[config.mk]
export PLATFORM = sky130hd
export DESIGN_NAME = usmg_div_cell
export DESIGN_NICKNAME = d
export VERILOG_FILES = /design/src/rtl/usmg_pkg.sv /design/src/rtl/usmg_div_cell.sv
export SDC_FILE = /design/constraint.sdc
export NUM_CORES = 1
export LEC_CHECK = 0
export ABC_AREA = 1
export BUFFER_PORTS_ARGS = -buffer_cell sky130_fd_sc_hd__buf_2
export CAP_MARGIN = 20
export CORE_AREA = 8 8 92 94
export DETAILED_ROUTE_END_ITERATION = 10
export DIE_AREA = 0 0 100 102
export PLACE_DENSITY = 0.83
export SLEW_MARGIN = 30
export SYNTH_ARGS = -nofsm -noshare
export SYNTH_HDL_FRONTEND = slang
export SYNTH_SLANG_ARGS = --single-unit
[constraint.sdc]
create_clock -name i_clk -period 4.7 [get_ports i_clk]
set_input_delay 0.94 -clock i_clk [delete_from_list [all_inputs] [get_ports i_clk]]
set_output_delay 0.94 -clock i_clk [all_outputs]
set_load 0.02 [all_outputs]
[src/rtl/usmg_pkg.sv]
// ============================================================================
// UV sphere mesh generator package
// Shared widths, pipeline stage numbers, payload structs and helper functions.
// ============================================================================
`default_nettype none

package usmg_pkg;

    // Configuration register indexes.
    localparam logic [1:0] CFG_RADIUS = 2'd0;
    localparam logic [1:0] CFG_STACKS = 2'd1;
    localparam logic [1:0] CFG_SLICES = 2'd2;

    // Request kinds.
    localparam logic KIND_VERTEX   = 1'b0;
    localparam logic KIND_TRIANGLE = 1'b1;

    // Register reset values.
    localparam logic [15:0] RADIUS_RST = 16'd256;
    localparam logic [8:0]  STACKS_RST = 9'd5;
    localparam logic [8:0]  SLICES_RST = 9'd5;

    // Clamp limits of the stack and slice counts.
    localparam logic [8:0] MIN_STACKS = 9'd2;
    localparam logic [8:0] MAX_STACKS = 9'd256;
    localparam logic [8:0] MIN_SLICES = 9'd3;
    localparam logic [8:0] MAX_SLICES = 9'd256;

    // Pipeline geometry.
    localparam int DIV1_N        = 17;
    localparam int ANG_N         = 32;
    localparam int CORDIC_STAGES = 16;
    localparam int S_PREP        = DIV1_N;
    localparam int S_ANG0        = S_PREP + 1;
    localparam int S_ROT0        = S_ANG0 + ANG_N;
    localparam int S_QUAD        = S_ROT0 + CORDIC_STAGES;
    localparam int S_MUL         = S_QUAD + 1;
    localparam int S_OUT         = S_MUL + 1;

    localparam logic signed [31:0] CORDIC_GAIN = 32'sd652032874;

    // One restoring division step: remainder, divisor, numerator bits, quotient.
    typedef struct packed {
        logic [9:0]  rem;
        logic [9:0]  div;
        logic [31:0] num;
        logic [31:0] quo;
    } t_div;

    // One CORDIC rotation step.
    typedef struct packed {
        logic signed [31:0] x;
        logic signed [31:0] y;
        logic signed [31:0] z;
        logic [1:0]         quad;
    } t_rot;

    // Per-transaction context that travels beside the arithmetic.
    typedef struct packed {
        logic        kind;
        logic        oor;
        logic        pole_n;
        logic        pole_s;
        logic        tri_inner;
        logic        odd;
        logic [15:0] radius;
        logic [16:0] ca;
        logic [16:0] cb;
        logic [16:0] cc;
    } t_ctx;

    // Arctangent of 2^-k as a fraction of a turn (2^32 = one turn).
    function automatic logic signed [31:0] atan_turn(input logic [4:0] k);
        logic signed [31:0] a;
        unique case (k)
            5'd0:    a = 32'sh20000000;
            5'd1:    a = 32'sh12E4051E;
            5'd2:    a = 32'sh09FB385B;
            5'd3:    a = 32'sh051111D4;
            5'd4:    a = 32'sh028B0D43;
            5'd5:    a = 32'sh0145D7E1;
            5'd6:    a = 32'sh00A2F61E;
            5'd7:    a = 32'sh00517C55;
            5'd8:    a = 32'sh0028BE53;
            5'd9:    a = 32'sh00145F2F;
            5'd10:   a = 32'sh000A2F98;
            5'd11:   a = 32'sh000517CC;
            5'd12:   a = 32'sh00028BE6;
            5'd13:   a = 32'sh000145F3;
            5'd14:   a = 32'sh0000A2FA;
            5'd15:   a = 32'sh0000517D;
            5'd16:   a = 32'sh000028BE;
            5'd17:   a = 32'sh0000145F;
            5'd18:   a = 32'sh00000A30;
            5'd19:   a = 32'sh00000518;
            5'd20:   a = 32'sh0000028C;
            5'd21:   a = 32'sh00000146;
            5'd22:   a = 32'sh000000A3;
            5'd23:   a = 32'sh00000051;
            default: a = 32'sh0;
        endcase
        return a;
    endfunction

    // Saturate to the signed 17-bit output range.
    function automatic logic signed [16:0] sat17(input logic signed [47:0] v);
        logic signed [16:0] s;
        if (v > 48'sd65535) begin
            s = 17'sd65535;
        end else if (v < -48'sd65536) begin
            s = -17'sd65536;
        end else begin
            s = v[16:0];
        end
        return s;
    endfunction

endpackage

`default_nettype wire

[src/rtl/usmg_div_cell.sv]
// ============================================================================
// Division cell
// One registered restoring division step producing one quotient bit.
// ============================================================================
`default_nettype none

module usmg_div_cell (
    input  wire logic          i_clk,
    input  wire logic          i_en,
    input  wire usmg_pkg::t_div i_d,
    output usmg_pkg::t_div     o_d
);

    logic [10:0]    w_r2;
    logic           w_ge;
    logic [10:0]    w_diff;
    usmg_pkg::t_div n_d;
    usmg_pkg::t_div r_d;

    // Shift in the next numerator bit and subtract the divisor if it fits.
    always_comb begin
        w_r2   = {i_d.rem, i_d.num[31]};
        w_ge   = (w_r2 >= {1'b0, i_d.div});
        w_diff = w_r2 - {1'b0, i_d.div};
        n_d.rem = w_ge ? w_diff[9:0] : w_r2[9:0];
        n_d.div = i_d.div;
        n_d.num = {i_d.num[30:0], 1'b0};
        n_d.quo = {i_d.quo[30:0], w_ge};
    end

    always_ff @(posedge i_clk) begin
        if (i_en) begin
            r_d <= n_d;
        end
    end

    assign o_d = r_d;

endmodule

`default_nettype wire

==> reports/qor.yml <==
status:
  outcome: "completed"
global_route:
  antenna_found_initial: 0
  grt.total_usage_pct: 16.21
  grt_pass1_wl_um: 12190
  grt_pass1_vias: 2296
  grt_overflow_total: 0
  grt_max_degree: 84
floorplanning:
  start_util_pct: 46.28
  die_h_um: 102
  core_um2: 7059
  die_area_um2: 10200
  ios: 170
  fp.dieW_um: 100
  fp-row-count: 31
timing:
  worst_pin_slew_ps: 729.5
  fin_hold_ws_ps: 753.4
  max_freq_mhz: 440.6
  maxSlewHeadroom_pct: 51.37
  finalSetupTns_ps: 0
  timing.final.crit_share_pct: 48.29
  rsz0062_at_grt: "false"
  hold_violations: 0
  fin_ws_ps: 2430
  setup_viol: 0
  drv_slew: 0
  period_needed_ps: 2270
yosys:
  avgSynthCellArea_um2: 14.72
  synth_nets: 319
  synth_cell_types: 26
  synth_top_area_share_pct: 76.29
  syn_inst: 222
  synth.area.top_cells: "edfxtp_1 (76%), nand2_1 (6.0%), ha_1 (3.8%)"
  yosysWarnings: 0
  synth_seq_cells: 83
  yosysTopAreaCell: "edfxtp_1"
  ys_seq_area_share_pct: 76.29
  syn_area_um2: 3267
critical_path:
  cp_num_buf_inv: 3
  max_stage_delay_ps: 370
  setup.worst_path.start_class: "primary input"
  crit_arrival_ps: 2380
  setup.worst_path.class: "primary input to register"
  crit_path_end_kind: "register"
  path_max_fanout: 13
  required_ps: 4810
  path_cells: "buf_2 -> inv_1 -> ha_1 -> nand2_1 -> nor2_2 -> nand2_2 -> nand2_2 -> nand2_2 -> nand2_4 -> inv_2 -> nand2_1 -> nand2_1"
  crit_slowest_cell: "ha_1"
  critPathTopFamily: "simple AND/OR/NAND/NOR gates"
power_and_ir_drop:
  leakage_nw: 2.050
  max-vdd-ir-drop_mv: 0.1633
  power_density_nw_per_um2: 388.3
clocking:
  clk_pin_slew_ps: 90
  ctsResizeCount: 0
  htreeDepth: 3
  cts.sinks: 83
  cts_setup_buffers: 0
  cts_max_path_buffers: 2
  root_buffer: "clkbuf_8"
  cts_tree: "done"
  hold_buffers: 0
  cts_made_buffers: 9
cells_and_area:
  num-nets-final: 495
  final_util_pct: 62.41
  drive_gt1_share_pct: 50.12
  largest_register_ffs: 83
  final_common_cell: "buf_2"
  area_growth_pct: 34.85
  fin_area_um2: 4405
  layout_common_cells: "buf_2 (166), edfxtp_1 (83), nand2_1 (52)"
  diodes: 0
place:
  dp_slack_ps: 2072
  gp_congestion: 0.7890
  placed_cell_area_um2: 4202
  place_hpwl_um: 6587
  port_buffers: 167
routing:
  dr.pass1.iters: 4
  drc: 0
  vias: 2289
  wl_per_cell_um: 16.75
  vias_per_cell: 4.560
  routed_wl_um: 8411
  drt_iter0_markers: 100
  ant_nets: 0
flow_run:
  cap_violations: 0
hold_path:
  hold_path.class: "primary input to register"
## final timing paths
path / startpoint / to / slack, ps / cells past startpoint
hold / removal: i_d[26] / o_d[27] / 750 / 1
setup / recovery: i_d[69] / o_d[81] / 2430 / 12
## cells in the mapped netlist (all sizes together)
cell / count
nand3b: 1
or2: 1
a21oi: 5
buf: 2
nand2: 62
o21bai: 1
edfxtp: 83
nand3: 13
nand4: 1
o21ai: 1
nor3: 1
conb: 1
xor2: 3
and2: 1
ha: 10
fa: 1
nor2: 7
inv: 28
## power by group
group	switching [mW]	internal (mW)
sequential	0.0139	0.888
clock	0.258	0.251
combinational	0.197	0.103
total	0.469	1.24
## cell type report
| class | instances | area, um2 |
|---|---|---|
| inverters | 28 | 105.1 |
| clock buffers | 10 | 127.6 |
| flip-flops and latches | 83 | 2492 |
| clock inverters | 6 | 72.57 |
| fillers | 573 | 2654 |
| repair buffers | 167 | 842.1 |
| multi-input cells | 109 | 641.9 |
| well taps | 99 | 123.9 |
## logic make-up after synthesis
family | count (synthesis) | share of synthesized area, %
xor gates and xnor gates | 3 | 0.8044
DFF | 83 | 76.29
AOI/OAI and AO/OA | 7 | 1.264
adders and majority gates | 11 | 4.443
and+or+nand+nor | 87 | 13.02
buffers and inverters | 30 | 4.060
other | 1 | 0.1148
## per-stage QoR
| step | power, mW | cells |
|---|---|---|
| finish | 1.711 | 502 |
| global route | 1.781 | 502 |
| CTS | 1.732 | 502 |
| detailed placement | 1.222 | 486 |
| global placement | 1.213 | 486 |
| floorplan | 1.094 | 222 |
## layer usage
layer / track usage, % / wire [um] / vias to the layer above
met5: 0 / 0 / -
met4: 8.488 / 157 / 0
met3: 6.812 / 922 / 13
met2: 29.91 / 4458 / 106
met1: 14.90 / 2873 / 1062
li1: - / - / 1108
Power figures use the tool's default switching activity.
