**src/rtl/usmg_pkg.sv**
```systemverilog
// ============================================================================
// UV sphere mesh generator package
// Shared widths, pipeline stage numbers, payload structs and helper functions.
// ============================================================================
`default_nettype none

package usmg_pkg;

    // Configuration register indexes.
    localparam logic [1:0] CFG_RADIUS = 2'd0;
    localparam logic [1:0] CFG_STACKS = 2'd1;
    localparam logic [1:0] CFG_SLICES = 2'd2;

    // Request kinds.
    localparam logic KIND_VERTEX   = 1'b0;
    localparam logic KIND_TRIANGLE = 1'b1;

    // Register reset values.
    localparam logic [15:0] RADIUS_RST = 16'd256;
    localparam logic [8:0]  STACKS_RST = 9'd5;
    localparam logic [8:0]  SLICES_RST = 9'd5;

    // Clamp limits of the stack and slice counts.
    localparam logic [8:0] MIN_STACKS = 9'd2;
    localparam logic [8:0] MAX_STACKS = 9'd256;
    localparam logic [8:0] MIN_SLICES = 9'd3;
    localparam logic [8:0] MAX_SLICES = 9'd256;

    // Pipeline geometry.
    localparam int DIV1_N        = 17;
    localparam int ANG_N         = 32;
    localparam int CORDIC_STAGES = 16;
    localparam int S_PREP        = DIV1_N;
    localparam int S_ANG0        = S_PREP + 1;
    localparam int S_ROT0        = S_ANG0 + ANG_N;
    localparam int S_QUAD        = S_ROT0 + CORDIC_STAGES;
    localparam int S_MUL         = S_QUAD + 1;
    localparam int S_OUT         = S_MUL + 1;

    localparam logic signed [31:0] CORDIC_GAIN = 32'sd652032874;

    // One restoring division step: remainder, divisor, numerator bits, quotient.
    typedef struct packed {
        logic [9:0]  rem;
        logic [9:0]  div;
        logic [31:0] num;
        logic [31:0] quo;
    } t_div;

    // One CORDIC rotation step.
    typedef struct packed {
        logic signed [31:0] x;
        logic signed [31:0] y;
        logic signed [31:0] z;
        logic [1:0]         quad;
    } t_rot;

    // Per-transaction context that travels beside the arithmetic.
    typedef struct packed {
        logic        kind;
        logic        oor;
        logic        pole_n;
        logic        pole_s;
        logic        tri_inner;
        logic        odd;
        logic [15:0] radius;
        logic [16:0] ca;
        logic [16:0] cb;
        logic [16:0] cc;
    } t_ctx;

    // Arctangent of 2^-k as a fraction of a turn (2^32 = one turn).
    function automatic logic signed [31:0] atan_turn(input logic [4:0] k);
        logic signed [31:0] a;
        unique case (k)
            5'd0:    a = 32'sh20000000;
            5'd1:    a = 32'sh12E4051E;
            5'd2:    a = 32'sh09FB385B;
            5'd3:    a = 32'sh051111D4;
            5'd4:    a = 32'sh028B0D43;
            5'd5:    a = 32'sh0145D7E1;
            5'd6:    a = 32'sh00A2F61E;
            5'd7:    a = 32'sh00517C55;
            5'd8:    a = 32'sh0028BE53;
            5'd9:    a = 32'sh00145F2F;
            5'd10:   a = 32'sh000A2F98;
            5'd11:   a = 32'sh000517CC;
            5'd12:   a = 32'sh00028BE6;
            5'd13:   a = 32'sh000145F3;
            5'd14:   a = 32'sh0000A2FA;
            5'd15:   a = 32'sh0000517D;
            5'd16:   a = 32'sh000028BE;
            5'd17:   a = 32'sh0000145F;
            5'd18:   a = 32'sh00000A30;
            5'd19:   a = 32'sh00000518;
            5'd20:   a = 32'sh0000028C;
            5'd21:   a = 32'sh00000146;
            5'd22:   a = 32'sh000000A3;
            5'd23:   a = 32'sh00000051;
            default: a = 32'sh0;
        endcase
        return a;
    endfunction

    // Saturate to the signed 17-bit output range.
    function automatic logic signed [16:0] sat17(input logic signed [47:0] v);
        logic signed [16:0] s;
        if (v > 48'sd65535) begin
            s = 17'sd65535;
        end else if (v < -48'sd65536) begin
            s = -17'sd65536;
        end else begin
            s = v[16:0];
        end
        return s;
    endfunction

endpackage

`default_nettype wire

```
**src/rtl/usmg_rot_cell.sv**
```systemverilog
// ============================================================================
// CORDIC rotation cell
// One registered rotation-mode CORDIC step; the step number comes from a port.
// ============================================================================
`default_nettype none

module usmg_rot_cell (
    input  wire logic           i_clk,
    input  wire logic           i_en,
    input  wire logic [4:0]     i_k,
    input  wire usmg_pkg::t_rot i_d,
    output usmg_pkg::t_rot      o_d
);

    logic signed [31:0] w_dx;
    logic signed [31:0] w_dy;
    logic signed [31:0] w_at;
    usmg_pkg::t_rot     n_d;
    usmg_pkg::t_rot     r_d;

    // Rotate toward zero residual angle; shifts round toward minus infinity.
    always_comb begin
        w_dx = i_d.y >>> i_k;
        w_dy = i_d.x >>> i_k;
        w_at = usmg_pkg::atan_turn(i_k);
        n_d.quad = i_d.quad;
        if (!i_d.z[31]) begin
            n_d.x = i_d.x - w_dx;
            n_d.y = i_d.y + w_dy;
            n_d.z = i_d.z - w_at;
        end else begin
            n_d.x = i_d.x + w_dx;
            n_d.y = i_d.y - w_dy;
            n_d.z = i_d.z + w_at;
        end
    end

    always_ff @(posedge i_clk) begin
        if (i_en) begin
            r_d <= n_d;
        end
    end

    assign o_d = r_d;

endmodule

`default_nettype wire
```
**config.mk**
```make
export PLATFORM = sky130hd
export DESIGN_NAME = usmg_rot_cell
export DESIGN_NICKNAME = d
export VERILOG_FILES = /design/src/rtl/usmg_pkg.sv /design/src/rtl/usmg_rot_cell.sv
export SDC_FILE = /design/constraint.sdc
export NUM_CORES = 1
export LEC_CHECK = 0
export BUFFER_PORTS_ARGS = -buffer_cell sky130_fd_sc_hd__buf_2
export CAP_MARGIN = 20
export CORE_MARGIN = 2
export CORE_UTILIZATION = 25
export CTS_BUF_LIST = sky130_fd_sc_hd__clkbuf_8 sky130_fd_sc_hd__clkbuf_16
export DETAILED_ROUTE_END_ITERATION = 8
export GPL_ROUTABILITY_DRIVEN = 1
export PLACE_DENSITY = 0.45
export SLEW_MARGIN = 20
export SYNTH_ARGS = -nofsm -noshare
export SYNTH_HDL_FRONTEND = slang
export SYNTH_SLANG_ARGS = --single-unit
```
**constraint.sdc**
```tcl
create_clock -name i_clk -period 6 [get_ports i_clk]
set_clock_uncertainty 0.1 [all_clocks]
set_input_delay 0.3 -clock i_clk [delete_from_list [all_inputs] [get_ports i_clk]]
set_output_delay 0.3 -clock i_clk [all_outputs]
set_load 0.02 [all_outputs]
```
==> flow_metrics.py <==
metrics = {
    "run_status": {
        "status": "completed",
    },
    "synth": {
        "synthArstFlopShare_pct": 0,
        "synth-seq-cells": 98,
        "synth-xor-area-share_pct": 9.875,
        "synth_top_area_cell": "edfxtp_1",
        "yosys_warnings": 0,
        "synth_edf_count": 98,
        "synth.area.mux_share_pct": 16.01,
        "synth_cell_types": 86,
        "synth.area.top_cells": "edfxtp_1 20%, ha_1 10%, mux4_2 9.4%, xnor2_1 5.9%, a21oi_1 5.6%",
        "synth_fa_ha_area_share_pct": 10.48,
        "synth.cell_area_um2": 14630,
        "synth.net_count": 1864,
        "synthSimpleGateAreaFrac_pct": 15.79,
        "synth_top_family_by_area": "compound AO/OA/AOI/OAI gates",
        "synth_compound_area_share_pct": 22.63,
        "yosysSeqAreaShare_pct": 20.11,
        "synth_top_area_share_pct": 20.11,
        "synth_ff_type": "edfxtp_1",
        "syn_inst": 1639,
        "synth.avg_cell_area_um2": 8.929,
    },
    "sta": {
        "fin_tns_setup_ns": 0,
        "slew_viol_final": 0,
        "worst_slew_pin_slew_ns": 0.8276,
        "rsz0062_at_grt": "false",
        "fin_crit_sh_pct": 95.01,
        "hold_viol_final": 0,
        "setup_viol_count_final": 0,
        "relSlewSlack_pct": 44.49,
        "fmax_mhz": 175.4,
        "min_period_ns": 5.701,
    },
    "route": {
        "ant_nets": 0,
        "route.detailed.drc": 0,
        "via_per_inst": 5.348,
        "vias": 14470,
        "drt_iter0_drc": 894,
        "drtPass1Iterations": 7,
        "drt-total-wl_um": 58820,
        "routedWlPerCell_um": 21.74,
    },
    "power": {
        "p_sw_mw": 1.824,
        "p_per_area_nw_per_um2": 238.6,
        "pwr-share-clk_pct": 15.5,
        "ir_worst_vdd_mv": 0.1581,
        "seq_power_share_pct": 25.2,
        "power_mw": 4.256,
        "internal-power_mw": 2.432,
        "p_leak_nw": 7.395,
        "swShare_pct": 42.85,
        "p_comb_share_pct": 59.4,
    },
    "floorplanning": {
        "fp.dieArea_um2": 60490,
        "die_y_um": 245.9,
        "start_util_pct": 25.32,
        "io_pins": 203,
        "die_w_um": 245.9,
        "core_area_um2": 57810,
        "rows": 88,
    },
    "global_routing": {
        "first_global_vias": 14530,
        "grt_usage_pct": 19.11,
        "overflow": 0,
        "grt_max_degree": 59,
        "antenna_found_initial": 1,
        "grt_pass1_wl_um": 87790,
    },
    "clocking": {
        "cts_buffers": 9,
        "cts_tree": "yes",
        "h-tree-depth": 3,
        "clock_path_buffers": 2,
        "clock_sinks": 98,
        "cts-root-buf": "clkbuf_16",
        "path_clk_slew_ns": 0.07,
    },
    "final_layout": {
        "antenna_cells": 0,
        "layout_common_cells": "199 x buf_2, 176 x buf_4, 163 x a21oi_1",
        "fin_util_pct": 30.85,
        "drive_gt1_share_pct": 26.38,
        "syn_to_final_growth_pct": 21.86,
        "nets": 2161,
        "largest_register_ffs": 98,
        "layout_commonest_cell": "buf_2",
    },
    "placed_design": {
        "hpwl_um": 47460,
        "numPortBuffers": 202,
        "routabilityCongestion": 0.9720,
    },
    "min_path": {
        "hold_path_startpoint": "i_d[2]",
        "min-delay-path-class": "input pin to flop",
    },
    "setup_path": {
        "cp_top_family": "compound AO/OA/AOI/OAI gates",
        "cp_max_fo": 32,
        "start_kind": "input pin",
        "critPathRequiredTime_ns": 6.07,
        "cpPeakStageDelay_ns": 0.65,
        "cp.arrival_ns": 5.77,
        "critPathLaunch": "i_k[0]",
        "cp_slowest_cell": "mux4_1",
        "crit_path_cell_trace": "buf_4 > buf_12 > mux4_1 > mux2i_1 > o221ai_1 > a2111oi_2 > buf_4 > and4_1 > and4_1 > a21oi_1 > xor2_1 > ha_1 > o21ai_0 > a211o_1 > a21boi_0 > and3_1 > a211oi_1 > nor3_1 > o21ai_0 > nor2b_1 > o41ai_1",
        "cp_num_buf_inv": 3,
        "crit_path_end_kind": "flop",
        "path_class": "input pin to flop",
    },
    "flow_run": {
        "drv_cap": 0,
    },
}
## cell families after synthesis
logic type	count (synthesis)
flip-flops	98
buffers and inverters	140
AO/OA/AOI/OAI	509
AND/OR/NAND/NOR	476
multiplexers	130
adder cells (fa/ha/maj)	121
XOR/XNOR	165
## repair_timing
action / CTS / global route
hold buffers: 2 / 0
endpoints found under the hold margin: 2 / 0
gates resized for setup: 1 / 2
setup buffers: 0 / 0
setup endpoints to repair: 1 / 5
## routing by layer
metal / wire (um) / global-route usage (%) / share of wire, % / up-vias
met5: 12 / 0 / 0.020 / -
met4: 1417 / 5.847 / 2.4 / 2
li1: - / - / - / 6871
met2: 28400 / 32.77 / 48 / 480
met1: 25850 / 24.41 / 44 / 7043
met3: 3129 / 3.121 / 5.3 / 76
## cell usage after synthesis, types with 6 or more instances
cell,n
a211o_1,10
a211oi_1,21
a21boi_0,10
a21o_1,38
a21oi_1,163
a22o_1,6
a22oi_1,12
a31oi_1,27
a41oi_1,6
and2_1,12
and3_1,17
buf_1,12
buf_2,14
buf_4,20
buf_6,7
clkbuf_1,42
edfxtp_1,98
ha_1,117
inv_1,38
mux2_2,23
mux2i_1,30
mux4_1,15
mux4_2,61
nand2_1,135
nand2b_1,21
nand3_1,37
nor2_1,136
nor2b_1,19
nor3_1,30
nor4_1,9
o211ai_1,20
o21a_1,11
o21ai_0,76
o21bai_1,15
o221ai_1,11
o22ai_1,17
o31ai_1,12
or2_2,11
or3_1,10
xnor2_1,98
xor2_1,67
## power by group through the flow
stage          Clock [mW]  Sequential (mW)  Combinational [mW]
2_1_floorplan           0             1.33                1.40
3_3_place_gp            0             1.09                2.52
3_5_place_dp            0             1.09                2.51
4_1_cts             0.693             1.08                2.53
5_1_grt             0.717             1.09                2.76
6_report            0.658             1.07                2.53
## through the flow
stage	std cells	setup slack (ns)	hold WS [ns]	instance area, um^2
2_1_floorplan	1639	0.02995	0.2989	14640
3_3_place_gp	2688	-0.3732	0.3769	17490
3_5_place_dp	2688	-0.4893	0.3821	17490
4_1_cts	2706	0.04462	0.1049	17820
5_1_grt	2706	0.006558	0.1227	17830
6_report	2706	0.2992	0.1229	17830
## worst paths after layout
path	cells past startpoint	slack, ns	endpoint
worst min-delay path	2	0.12	o_d[2]$_DFFE_PP_
worst max-delay path	21	0.30	o_d[96]$_DFFE_PP_
## final cells by class
cell class	count	area (um^2)
well taps	765	957.2
fillers	6170	39970
flip-flops and latches	98	2943
inverters	40	150.1
multi-input cells	1401	10960
repair buffers	386	2517
clock inverters	7	85.08
clock buffers	9	225.2
Note: power is estimated with default switching activity, not from simulation.
